### config.mk
export PLATFORM = sky130hd
export DESIGN_NAME = pid_hbridge_duty_controller_unit
export DESIGN_NICKNAME = d
export VERILOG_FILES = /design/src/sv/phdc_pkg.sv /design/src/sv/phdc_mul.sv /design/src/sv/phdc_core.sv /design/src/sv/pid_hbridge_duty_controller_unit.sv
export SDC_FILE = /design/constraint.sdc
export NUM_CORES = 2
export LEC_CHECK = 0
export BUFFER_PORTS_ARGS = -buffer_cell sky130_fd_sc_hd__buf_2
export CAP_MARGIN = 0
export CELL_PAD_IN_SITES_DETAIL_PLACEMENT = 0
export CELL_PAD_IN_SITES_GLOBAL_PLACEMENT = 2
export CORE_ASPECT_RATIO = 0.7
export CORE_MARGIN = 3
export CORE_UTILIZATION = 43
export DETAILED_ROUTE_END_ITERATION = 12
export PLACE_DENSITY = 0.94
export SKIP_CTS_REPAIR_TIMING = 1
export SYNTH_ARGS = -nofsm -noshare
export SYNTH_HDL_FRONTEND = slang
export SYNTH_HIERARCHICAL = 1
export SYNTH_SLANG_ARGS = --single-unit
### constraint.sdc
create_clock -name clk -period 12.36 [get_ports clk]
set_input_delay 2.472 -clock clk [delete_from_list [all_inputs] [get_ports clk]]
set_output_delay 2.472 -clock clk [all_outputs]
set_load 0.01 [all_outputs]
### src/sv/phdc_pkg.sv
// phdc_pkg: shared types and constants of the pid h-bridge duty controller
// configuration and result structs, register indexes, fixed-point constants
// no dependencies
package phdc_pkg;

  localparam int GAIN_W   = 24;
  localparam int LIMIT_W  = 16;
  localparam int DUTY_W   = 7;
  localparam int TOP_W    = 16;
  localparam int DIR_W    = 2;
  localparam int TEMP_W   = 10;
  localparam int CFG_IDX_W = 3;

  localparam int ERR_W    = TEMP_W + 1;
  localparam int SUM_W    = 18;
  localparam int LAST_W   = 12;
  localparam int MUL_W    = 25;
  localparam int PROD_W   = 2 * MUL_W;
  localparam int ACC_W    = 45;
  localparam int FRAC_BITS = 16;

  localparam int RECIP_SHIFT = 30;
  localparam int RECIP_W     = 24;
  localparam logic [RECIP_W-1:0] RECIP_100 = 24'd10737419;

  localparam logic [DUTY_W-1:0] DUTY_KICK = 7'd3;
  localparam logic [DUTY_W-1:0] DUTY_FULL = 7'd100;

  localparam logic MODE_RESTART = 1'b1;

  localparam logic [DIR_W-1:0] DIR_HEAT = 2'd1;
  localparam logic [DIR_W-1:0] DIR_COOL = 2'd2;

  localparam logic [CFG_IDX_W-1:0] REG_GAIN_P    = 3'd0;
  localparam logic [CFG_IDX_W-1:0] REG_GAIN_I    = 3'd1;
  localparam logic [CFG_IDX_W-1:0] REG_GAIN_D    = 3'd2;
  localparam logic [CFG_IDX_W-1:0] REG_INT_LIMIT = 3'd3;
  localparam logic [CFG_IDX_W-1:0] REG_CEILING   = 3'd4;
  localparam logic [CFG_IDX_W-1:0] REG_TOP       = 3'd5;
  localparam logic [CFG_IDX_W-1:0] REG_DIRECTION = 3'd6;

  localparam logic [GAIN_W-1:0]  RST_GAIN_P    = 24'd131072;
  localparam logic [GAIN_W-1:0]  RST_GAIN_I    = 24'd3277;
  localparam logic [GAIN_W-1:0]  RST_GAIN_D    = 24'd327680;
  localparam logic [LIMIT_W-1:0] RST_INT_LIMIT = 16'd1900;
  localparam logic [DUTY_W-1:0]  RST_CEILING   = 7'd95;
  localparam logic [TOP_W-1:0]   RST_TOP       = 16'd999;
  localparam logic [DIR_W-1:0]   RST_DIRECTION = 2'd0;

  typedef struct packed {
    logic [GAIN_W-1:0]  gain_p;
    logic [GAIN_W-1:0]  gain_i;
    logic [GAIN_W-1:0]  gain_d;
    logic [LIMIT_W-1:0] int_limit;
    logic [DUTY_W-1:0]  duty_ceiling;
    logic [TOP_W-1:0]   timer_top;
    logic [DIR_W-1:0]   direction;
  } cfg_t;

  typedef struct packed {
    logic [DUTY_W-1:0] duty;
    logic [TOP_W-1:0]  heat;
    logic [TOP_W-1:0]  cool;
    logic              enable;
  } result_t;

endpackage

### src/sv/phdc_mul.sv
// phdc_mul: shared signed 25x25 multiplier with registered product and hold enable
// depends on phdc_pkg
module phdc_mul (
  input  logic                                clk,
  input  logic                                en,
  input  logic signed [phdc_pkg::MUL_W-1:0]   a,
  input  logic signed [phdc_pkg::MUL_W-1:0]   b,
  output logic signed [phdc_pkg::PROD_W-1:0]  prod
);
  import phdc_pkg::*;

  always_ff @(posedge clk) begin
    if (en) begin
      prod <= a * b;
    end
  end

endmodule

### src/sv/phdc_core.sv
// phdc_core: sequencer and datapath of the pid step, integral clamp and pwm scaling
// drives the shared multiplier phdc_mul; depends on phdc_pkg
module phdc_core (
  input  logic                              clk,
  input  logic                              rst,
  input  logic                              start,
  input  logic                              mode,
  input  logic [phdc_pkg::TEMP_W-1:0]       target_temp,
  input  logic [phdc_pkg::TEMP_W-1:0]       measured_temp,
  input  phdc_pkg::cfg_t                    cfg,
  input  logic                              res_ready,
  output logic                              busy,
  output logic                              done,
  output phdc_pkg::result_t                 res
);
  import phdc_pkg::*;

  typedef enum logic [3:0] {
    ST_IDLE, ST_PREP, ST_MP, ST_MI, ST_MD, ST_MA, ST_LIMIT, ST_SCALE, ST_RECIP, ST_FIN
  } state_t;

  state_t state;

  logic                     mode_q;
  logic [TEMP_W-1:0]        target_q;
  logic [TEMP_W-1:0]        measured_q;
  logic signed [SUM_W-1:0]  error_sum;
  logic signed [LAST_W-1:0] last_error;
  logic signed [ERR_W-1:0]  err_q;
  logic signed [LAST_W-1:0] d_q;
  logic signed [ACC_W-1:0]  acc;
  logic [DUTY_W-1:0]        duty_q;

  logic signed [ERR_W-1:0]  err;
  logic signed [SUM_W:0]    sum_raw;
  logic signed [SUM_W:0]    lim;
  logic signed [SUM_W:0]    lim_neg;
  logic signed [SUM_W:0]    sum_c;
  logic signed [LAST_W-1:0] d;
  logic [ACC_W-FRAC_BITS-1:0] whole;
  logic [DUTY_W-1:0]        ceil_eff;
  logic [DUTY_W-1:0]        duty_calc;
  logic [TOP_W:0]           top_plus;
  logic [TOP_W:0]           quot;
  logic [TOP_W-1:0]         cmp;

  logic                     mul_en;
  logic signed [MUL_W-1:0]  mul_a;
  logic signed [MUL_W-1:0]  mul_b;
  logic signed [PROD_W-1:0] prod;

  // product holds while the finished result waits
  assign mul_en = (state != ST_FIN);

  phdc_mul u_mul (
    .clk  (clk),
    .en   (mul_en),
    .a    (mul_a),
    .b    (mul_b),
    .prod (prod)
  );

  // error, clamped integral and derivative
  always_comb begin
    err     = $signed({1'b0, target_q}) - $signed({1'b0, measured_q});
    sum_raw = {error_sum[SUM_W-1], error_sum} + {{(SUM_W+1-ERR_W){err[ERR_W-1]}}, err};
    lim     = {{(SUM_W+1-LIMIT_W){1'b0}}, cfg.int_limit};
    lim_neg = -lim;
    if (sum_raw > lim) begin
      sum_c = lim;
    end else if (sum_raw < lim_neg) begin
      sum_c = lim_neg;
    end else begin
      sum_c = sum_raw;
    end
    d = {{(LAST_W-ERR_W){err[ERR_W-1]}}, err} - last_error;
  end

  // floor and clamp to duty
  always_comb begin
    whole    = acc[ACC_W-1:FRAC_BITS];
    ceil_eff = (cfg.duty_ceiling > DUTY_FULL) ? DUTY_FULL : cfg.duty_ceiling;
    if (acc[ACC_W-1]) begin
      duty_calc = '0;
    end else if (whole > {{(ACC_W-FRAC_BITS-DUTY_W){1'b0}}, ceil_eff}) begin
      duty_calc = ceil_eff;
    end else begin
      duty_calc = whole[DUTY_W-1:0];
    end
  end

  // multiplier operand select
  always_comb begin
    top_plus = {1'b0, cfg.timer_top} + {{TOP_W{1'b0}}, 1'b1};
    unique case (state)
      ST_MP: begin
        mul_a = {1'b0, cfg.gain_p};
        mul_b = {{(MUL_W-ERR_W){err_q[ERR_W-1]}}, err_q};
      end
      ST_MI: begin
        mul_a = {1'b0, cfg.gain_i};
        mul_b = {{(MUL_W-SUM_W){error_sum[SUM_W-1]}}, error_sum};
      end
      ST_MD: begin
        mul_a = {1'b0, cfg.gain_d};
        mul_b = {{(MUL_W-LAST_W){d_q[LAST_W-1]}}, d_q};
      end
      ST_SCALE: begin
        mul_a = {{(MUL_W-TOP_W-1){1'b0}}, top_plus};
        mul_b = {{(MUL_W-DUTY_W){1'b0}}, duty_q};
      end
      ST_RECIP: begin
        mul_a = {1'b0, prod[RECIP_W-1:0]};
        mul_b = {1'b0, RECIP_100};
      end
      default: begin
        mul_a = '0;
        mul_b = '0;
      end
    endcase
  end

  // compare value and channel routing
  always_comb begin
    quot = prod[RECIP_SHIFT+TOP_W:RECIP_SHIFT];
    cmp  = (quot > {1'b0, cfg.timer_top}) ? cfg.timer_top : quot[TOP_W-1:0];
    res.duty   = duty_q;
    res.heat   = '0;
    res.cool   = '0;
    res.enable = 1'b0;
    if (cfg.direction == DIR_HEAT) begin
      res.heat   = cmp;
      res.enable = 1'b1;
    end else if (cfg.direction == DIR_COOL) begin
      res.cool   = cmp;
      res.enable = 1'b1;
    end
  end

  assign busy = (state != ST_IDLE);
  assign done = (state == ST_FIN) && res_ready;

  always_ff @(posedge clk) begin
    if (rst) begin
      state      <= ST_IDLE;
      error_sum  <= '0;
      last_error <= '0;
    end else begin
      unique case (state)
        ST_IDLE: begin
          if (start) begin
            mode_q     <= mode;
            target_q   <= target_temp;
            measured_q <= measured_temp;
            state      <= ST_PREP;
          end
        end
        ST_PREP: begin
          acc <= '0;
          if (mode_q == MODE_RESTART) begin
            error_sum  <= '0;
            last_error <= '0;
            duty_q     <= DUTY_KICK;
            state      <= ST_SCALE;
          end else begin
            error_sum  <= sum_c[SUM_W-1:0];
            last_error <= {{(LAST_W-ERR_W){err[ERR_W-1]}}, err};
            err_q      <= err;
            d_q        <= d;
            state      <= ST_MP;
          end
        end
        ST_MP: begin
          state <= ST_MI;
        end
        ST_MI: begin
          acc   <= acc + prod[ACC_W-1:0];
          state <= ST_MD;
        end
        ST_MD: begin
          acc   <= acc + prod[ACC_W-1:0];
          state <= ST_MA;
        end
        ST_MA: begin
          acc   <= acc + prod[ACC_W-1:0];
          state <= ST_LIMIT;
        end
        ST_LIMIT: begin
          duty_q <= duty_calc;
          state  <= ST_SCALE;
        end
        ST_SCALE: begin
          state <= ST_RECIP;
        end
        ST_RECIP: begin
          state <= ST_FIN;
        end
        ST_FIN: begin
          if (res_ready) begin
            state <= ST_IDLE;
          end
        end
        default: begin
          state <= ST_IDLE;
        end
      endcase
    end
  end

  a_start_idle: assert property (@(posedge clk) disable iff (rst)
    start |-> state == ST_IDLE)
    else $error("start while sequencer busy");

  a_restart_clear: assert property (@(posedge clk) disable iff (rst)
    (state == ST_PREP && mode_q == MODE_RESTART) |=>
      (error_sum == '0 && last_error == '0 && state == ST_SCALE))
    else $error("restart did not clear integral state");

  a_duty_range: assert property (@(posedge clk) disable iff (rst)
    state == ST_SCALE |-> duty_q <= DUTY_FULL)
    else $error("duty above full scale");

  a_fin_hold: assert property (@(posedge clk) disable iff (rst)
    (state == ST_FIN && !res_ready) |=> state == ST_FIN)
    else $error("result dropped while output full");

endmodule

### src/sv/pid_hbridge_duty_controller_unit.sv
// pid_hbridge_duty_controller_unit: top level, configuration registers and result register
// instantiates phdc_core; depends on phdc_pkg
//
// usage:
//   item channel (item_valid/item_stall) takes mode, target_temp, measured_temp.
//   result channel (result_valid/result_stall) gives duty_pct, heat_compare,
//   cool_compare, bridge_enable; one result beat per item beat.
//   config port: cfg_we writes cfg_data into register cfg_index at the clock edge
//   (0 gain_p, 1 gain_i, 2 gain_d, 3 integral limit, 4 duty ceiling, 5 timer top,
//   6 direction); write only while idle.
// sequence:
//   an update item steps through prep, the p, i and d products, accumulate, limit, scale,
//   reciprocal and finish, a restart item from prep straight to scale; the next item is
//   taken only once the sequencer is idle again. the one shared 25x25 multiplier serves the
//   three gain products, the duty-to-period scale and the divide by 100 as a reciprocal.
//   item_stall is high while an item is in work and during reset.
// reset: synchronous rst restores register defaults, clears integral and last error.
// stall: a finished result sits in the output register; while result_stall holds it
//   the sequencer waits in its last step and takes no new item.
module pid_hbridge_duty_controller_unit (
  input  logic                                clk,
  input  logic                                rst,
  input  logic                                item_valid,
  output logic                                item_stall,
  input  logic                                mode,
  input  logic [phdc_pkg::TEMP_W-1:0]         target_temp,
  input  logic [phdc_pkg::TEMP_W-1:0]         measured_temp,
  output logic                                result_valid,
  input  logic                                result_stall,
  output logic [phdc_pkg::DUTY_W-1:0]         duty_pct,
  output logic [phdc_pkg::TOP_W-1:0]          heat_compare,
  output logic [phdc_pkg::TOP_W-1:0]          cool_compare,
  output logic                                bridge_enable,
  input  logic                                cfg_we,
  input  logic [phdc_pkg::CFG_IDX_W-1:0]      cfg_index,
  input  logic [phdc_pkg::GAIN_W-1:0]         cfg_data
);
  import phdc_pkg::*;

  cfg_t    cfg;
  result_t res;
  logic    busy;
  logic    done;
  logic    start;
  logic    res_ready;

  assign item_stall = busy || rst;
  assign start      = item_valid && !item_stall;
  assign res_ready  = !result_valid || !result_stall;

  always_ff @(posedge clk) begin
    if (rst) begin
      cfg.gain_p       <= RST_GAIN_P;
      cfg.gain_i       <= RST_GAIN_I;
      cfg.gain_d       <= RST_GAIN_D;
      cfg.int_limit    <= RST_INT_LIMIT;
      cfg.duty_ceiling <= RST_CEILING;
      cfg.timer_top    <= RST_TOP;
      cfg.direction    <= RST_DIRECTION;
    end else if (cfg_we) begin
      unique case (cfg_index)
        REG_GAIN_P:    cfg.gain_p       <= cfg_data;
        REG_GAIN_I:    cfg.gain_i       <= cfg_data;
        REG_GAIN_D:    cfg.gain_d       <= cfg_data;
        REG_INT_LIMIT: cfg.int_limit    <= cfg_data[LIMIT_W-1:0];
        REG_CEILING:   cfg.duty_ceiling <= cfg_data[DUTY_W-1:0];
        REG_TOP:       cfg.timer_top    <= cfg_data[TOP_W-1:0];
        REG_DIRECTION: cfg.direction    <= cfg_data[DIR_W-1:0];
        default: begin
        end
      endcase
    end
  end

  phdc_core u_core (
    .clk           (clk),
    .rst           (rst),
    .start         (start),
    .mode          (mode),
    .target_temp   (target_temp),
    .measured_temp (measured_temp),
    .cfg           (cfg),
    .res_ready     (res_ready),
    .busy          (busy),
    .done          (done),
    .res           (res)
  );

  always_ff @(posedge clk) begin
    if (rst) begin
      result_valid <= 1'b0;
    end else if (done) begin
      result_valid  <= 1'b1;
      duty_pct      <= res.duty;
      heat_compare  <= res.heat;
      cool_compare  <= res.cool;
      bridge_enable <= res.enable;
    end else if (!result_stall) begin
      result_valid <= 1'b0;
    end
  end

  a_accept_busy: assert property (@(posedge clk) disable iff (rst)
    (item_valid && !item_stall) |=> item_stall)
    else $error("second item taken while first in work");

  a_done_valid: assert property (@(posedge clk) disable iff (rst)
    done |=> result_valid)
    else $error("finished result not presented");

endmodule

After elaboration in Yosys (flattened, before gate mapping)
Index checks and enable logic that the tools add are counted.

cells by class
  add/sub/neg operators = 6
  $mul = 1
  div/mod/pow operators = 0
  order comparisons = 5
  eq/ne operators = 22
  shift-type cells = 0
  muxes and demuxes = 20
  bitwise operators = 3
  reduce and logical (&&, ||, !) cells = 27

operators with widths
  kind                   number
  $pmux 25 s5            1
  $pmux 24 s5            1
  $pmux 45 s2            1
  $mux 18                3
  $mul 25x25->47         1
  $add 45x45->45         1
  $pmux 4 s10            1
  $gt 29x7->1            1
  $mux 7                 4
  $reduce_and 2->1       10
  $add 18x11->19         1
  $gt 19x17->1           1
  $lt 19x19->1           1
  $neg 16->19            1
  $add 16x1->17 const B  1
  $gt 17x16->1           1
  $eq 4x3->1 const B     4
  $mux 16                1
  $pmux 7 s2             1
  $mux 12                1
  $sub 12x12->12         1
  $sub 10x10->11         1
  $eq 3x3->1 const B     3
  $reduce_and 3->1       3
  other kinds (24)       39

word-level totals
  register bits after elaboration = 331
  bits in latches = 0
  memory bits (writable) = 0
  memory bits (read-only) = 0
  bits of input ports = 53
  output and inout port bits = 42
  logic and storage cells = 107
  memories = 0

Depth between registers and ports, before layout
  word-level depth = 6
  depth in mapped cells = 33
  gate-level depth less buffers = 31

Cells and area by module
The synthesis kept the hierarchy.

modules (own cells, without submodules)
  module                            times used  cells each  area an instance (um^2)  sequential area each (um^2)
  phdc_mul                          1           2,583       24,658.6                 1,501.4
  phdc_core                         1           1,420       12,194.2                 3,543.4
  pid_hbridge_duty_controller_unit  1           469         5,784.3                  3,483.3

Worst setup path after synthesis
Ideal clock, no wire load.

  path type = flip-flop to flip-flop
  start point = register u_core.state[2]
  end point = register, netlist name u_core/u_mul/prod[49]
  setup time = 256 ps
  arrival time = 8,561 ps
  data required time = 12,104 ps
  setup slack = 3,543 ps
  stages on the path, launching flop included = 29
  path buffers = 2
  clock period less this slack = 8,817 ps
  path through = dfxtp_1 > clkbuf_1 > nor4b_1 > a22oi_1 > nand2_1 > or2_2 > clkbuf_1 > nand2_1 > fa_1 > inv_1 > fa_1 > inv_1 > fa_1 > inv_1 > fa_1 > fa_1 > fa_1 > inv_1 > fa_1 > inv_1 > ha_1 > a21oi_1 > nand2_1 > o311ai_0 > nand3_1 > o21ai_4 > o31ai_4 > or4_1 > and4_1

RTL lines
  element                 line              source
  from (decl)             phdc_core.sv:22   state_t state;
  from (signal assigned)  phdc_core.sv:145  state <= ST_IDLE;
  from (signal assigned)  phdc_core.sv:155  state <= ST_PREP;
  from (signal assigned)  phdc_core.sv:164  state <= ST_SCALE;

Worst setup path in the final report
  start point = register u_core.state[3]
  end point = register u_core/u_mul/prod[44] (netlist name) (data pin)

on the way
  cells in the longest elaborated chain, start to end = 3
  elaborated cells between the ends (all ways) = 8
  those cells by class = 1 x mul; 5 x eq/ne; 2 x mux

RTL lines
  element                                   line             source
  $eq 4x4->1, or another cell as far along  phdc_core.sv:95  unique case (state)
  $pmux 25 s5 (*)                           phdc_core.sv:95
  named net u_core.mul_b[4]                 phdc_core.sv:49  logic signed [MUL_W-1:0] mul_b;
  $mul 25x25->47 (*)                        phdc_mul.sv:14   prod <= a * b;
  to (signal assigned)                      phdc_mul.sv:14
  to (decl)                                 phdc_mul.sv:8    output logic signed [phdc_pkg::PROD_W-1:0] prod

The timed path passes the listed nets; every way through them passes the cells marked *.
A chain may end at the register's enable or synchronous reset.

==> results.ini <==
[worst_setup_path]
cp-end-kind=flop
start_kind=flop
crit_type=flop to flop
cp.required_ns=12.73
cp_data_arrival_time_ns=10.26
path_max_fanout=36

[grt]
antenna_found_initial=4
grt_max_degree=92
grt_pass1_vias=30400
grt_pass1_wl_mm=180
grt_usage=0.230
grt-ovfl-total=0

[power]
p_leak_nw=21.5
p_per_area_mw_per_mm2=220
power_mw=9.80
vdd_ir_drop_max_v=0.000446

[placed_design]
gp_congestion=0.910
post_dp_cell_area_mm2=0.0435
port-buffer-count=94
dp_hpwl_mm=89.5

[yosys]
syn_avg_cell_area_um2=9.53
syn_area_mm2=0.0417
yosysWarnings=6
syn_inst=4380

[sta]
relSlewSlack=0.120
finalSetupViolations=0
finalCriticalPeriod_ns=9.89
tightest_slew_ns=1.32
finClkSkew_ns=0.0450
finalMaxSlewViolations=0
hold_viol=0
fin_tns_setup_ns=0
timing.fmax_mhz=101
finalCritPeriodShare=0.800
rsz0062_at_grt=false

[detailed_routing]
vias=30400
first_pass_iters=6
dr.first_iter.drc_count=2707
wirelength_mm=115
post-route-drc-count=0
wl_per_cell_um=20.3
viasPerCell=5.38
ant_nets=0

[clock_network]
clk_latency_ns=0.63
clk_pin_slew_ns=0.07
cts_root_buffer=clkbuf_16
cts_buffers=31
htree_levels=1
clock_sinks=330
clk_path_buf_depth=3
cts_tree=built

[cells_and_area]
fin_nets=5350
final_common_cell=inv_1
fin_util=0.468
finalInstanceArea_mm2=0.0445
fillers=8989
drive_above_1_share=0.0555
area_growth_pct=6.64
layout_common_cells=inv_1, fa_1, nand2_1, and2_1, ha_1

[floorplanning]
die_x_um=378
initial_core_util=0.439
die_area_mm2=0.101
num_rows=94
core_mm2=0.0951
fp.dieH_um=267
io_pins=95

[run_status]
status=finished, final reports clean

[flow_run]
drv_cap=0

[hold_path]
hp-class=flop to flop

## report_power, final
group	switching, mW	internal, mW
Combinational	4.50	2.58
Clock	0.455	0.547
Sequential	0.197	1.53
## metal layers
| metal | vias to the layer above | routed length (um) | GRT usage |
|---|---|---|---|
| met5 | - | 0 | 0 |
| met4 | 0 | 1290 | 0.0260 |
| met3 | 79 | 10200 | 0.0527 |
| met2 | 886 | 48200 | 0.336 |
| met1 | 15500 | 54900 | 0.356 |
| li1 | 13900 | - | - |
## sequential cells by signal, indices dropped and copies added, names as in the netlist, 10 cells and up
register,flops
heat_compare,16
u_core/last_error,11
u_core/target_q,10
u_core/measured_q,10
u_core/u_mul/prod,47
u_core/acc,45
cfg,113
u_core/d_q,12
cool_compare,16
u_core/err_q,11
u_core/error_sum,18
## cell type report
type	count	area, um2	area share
inverters	778	2920	0.0656
clock inverters	16	145	0.00326
diodes	3	7.51	0.000169
flip-flops and latches	330	8440	0.190
well taps	1248	1560	0.0351
multi-input cells	3078	29600	0.666
repair buffers	153	916	0.0206
clock buffers	42	888	0.0200
## stage by stage
| stage | setup WS [ns] | cells | hold WS [ns] |
|---|---|---|---|
| 6_report | 2.47 | 5648 | 0.476 |
| 5_1_grt | 1.95 | 5645 | 0.487 |
| 4_1_cts | 2.71 | 5645 | 0.477 |
| 3_5_place_dp | 2.70 | 5587 | 0.461 |
| 3_3_place_gp | 2.81 | 5587 | 0.458 |
| 2_1_floorplan | 3.83 | 4384 | 0.426 |
## path summary, 6_finish.rpt
| check | start | to | slack [ns] | cells after the start |
|---|---|---|---|---|
| worst min-delay path | cfg[77] | cfg[77] | 0.48 | 2 |
| worst min register to register | cfg[77] | cfg[77] | 0.48 | 2 |
| worst max register to register | u_core/state[3] | u_core/u_mul/prod[44] | 2.47 | 27 |
| worst max-delay path | u_core/state[3] | u_core/u_mul/prod[44] | 2.47 | 27 |
## critical path, cell delays in order (launching register included)
cell      delay, ns
dfxtp_1        0.54
nand2b_1       0.24
nor3_2         0.05
buf_4          0.29
a222oi_1       0.95
nand2_1        1.08
nand2_1        0.38
fa_1           0.43
inv_1          0.08
fa_1           0.41
inv_1          0.10
fa_1           0.41
fa_1           0.51
inv_1          0.05
fa_1           0.51
fa_1           0.54
inv_1          0.06
fa_1           0.47
inv_1          0.04
ha_1           0.37
a211oi_1       0.24
o21bai_1       0.12
a21o_1         0.19
a221oi_1       0.44
a31oi_1        0.34
a41oi_1        0.41
o21ai_0        0.17
xor2_1         0.18
Power figures use the tool's default switching activity.
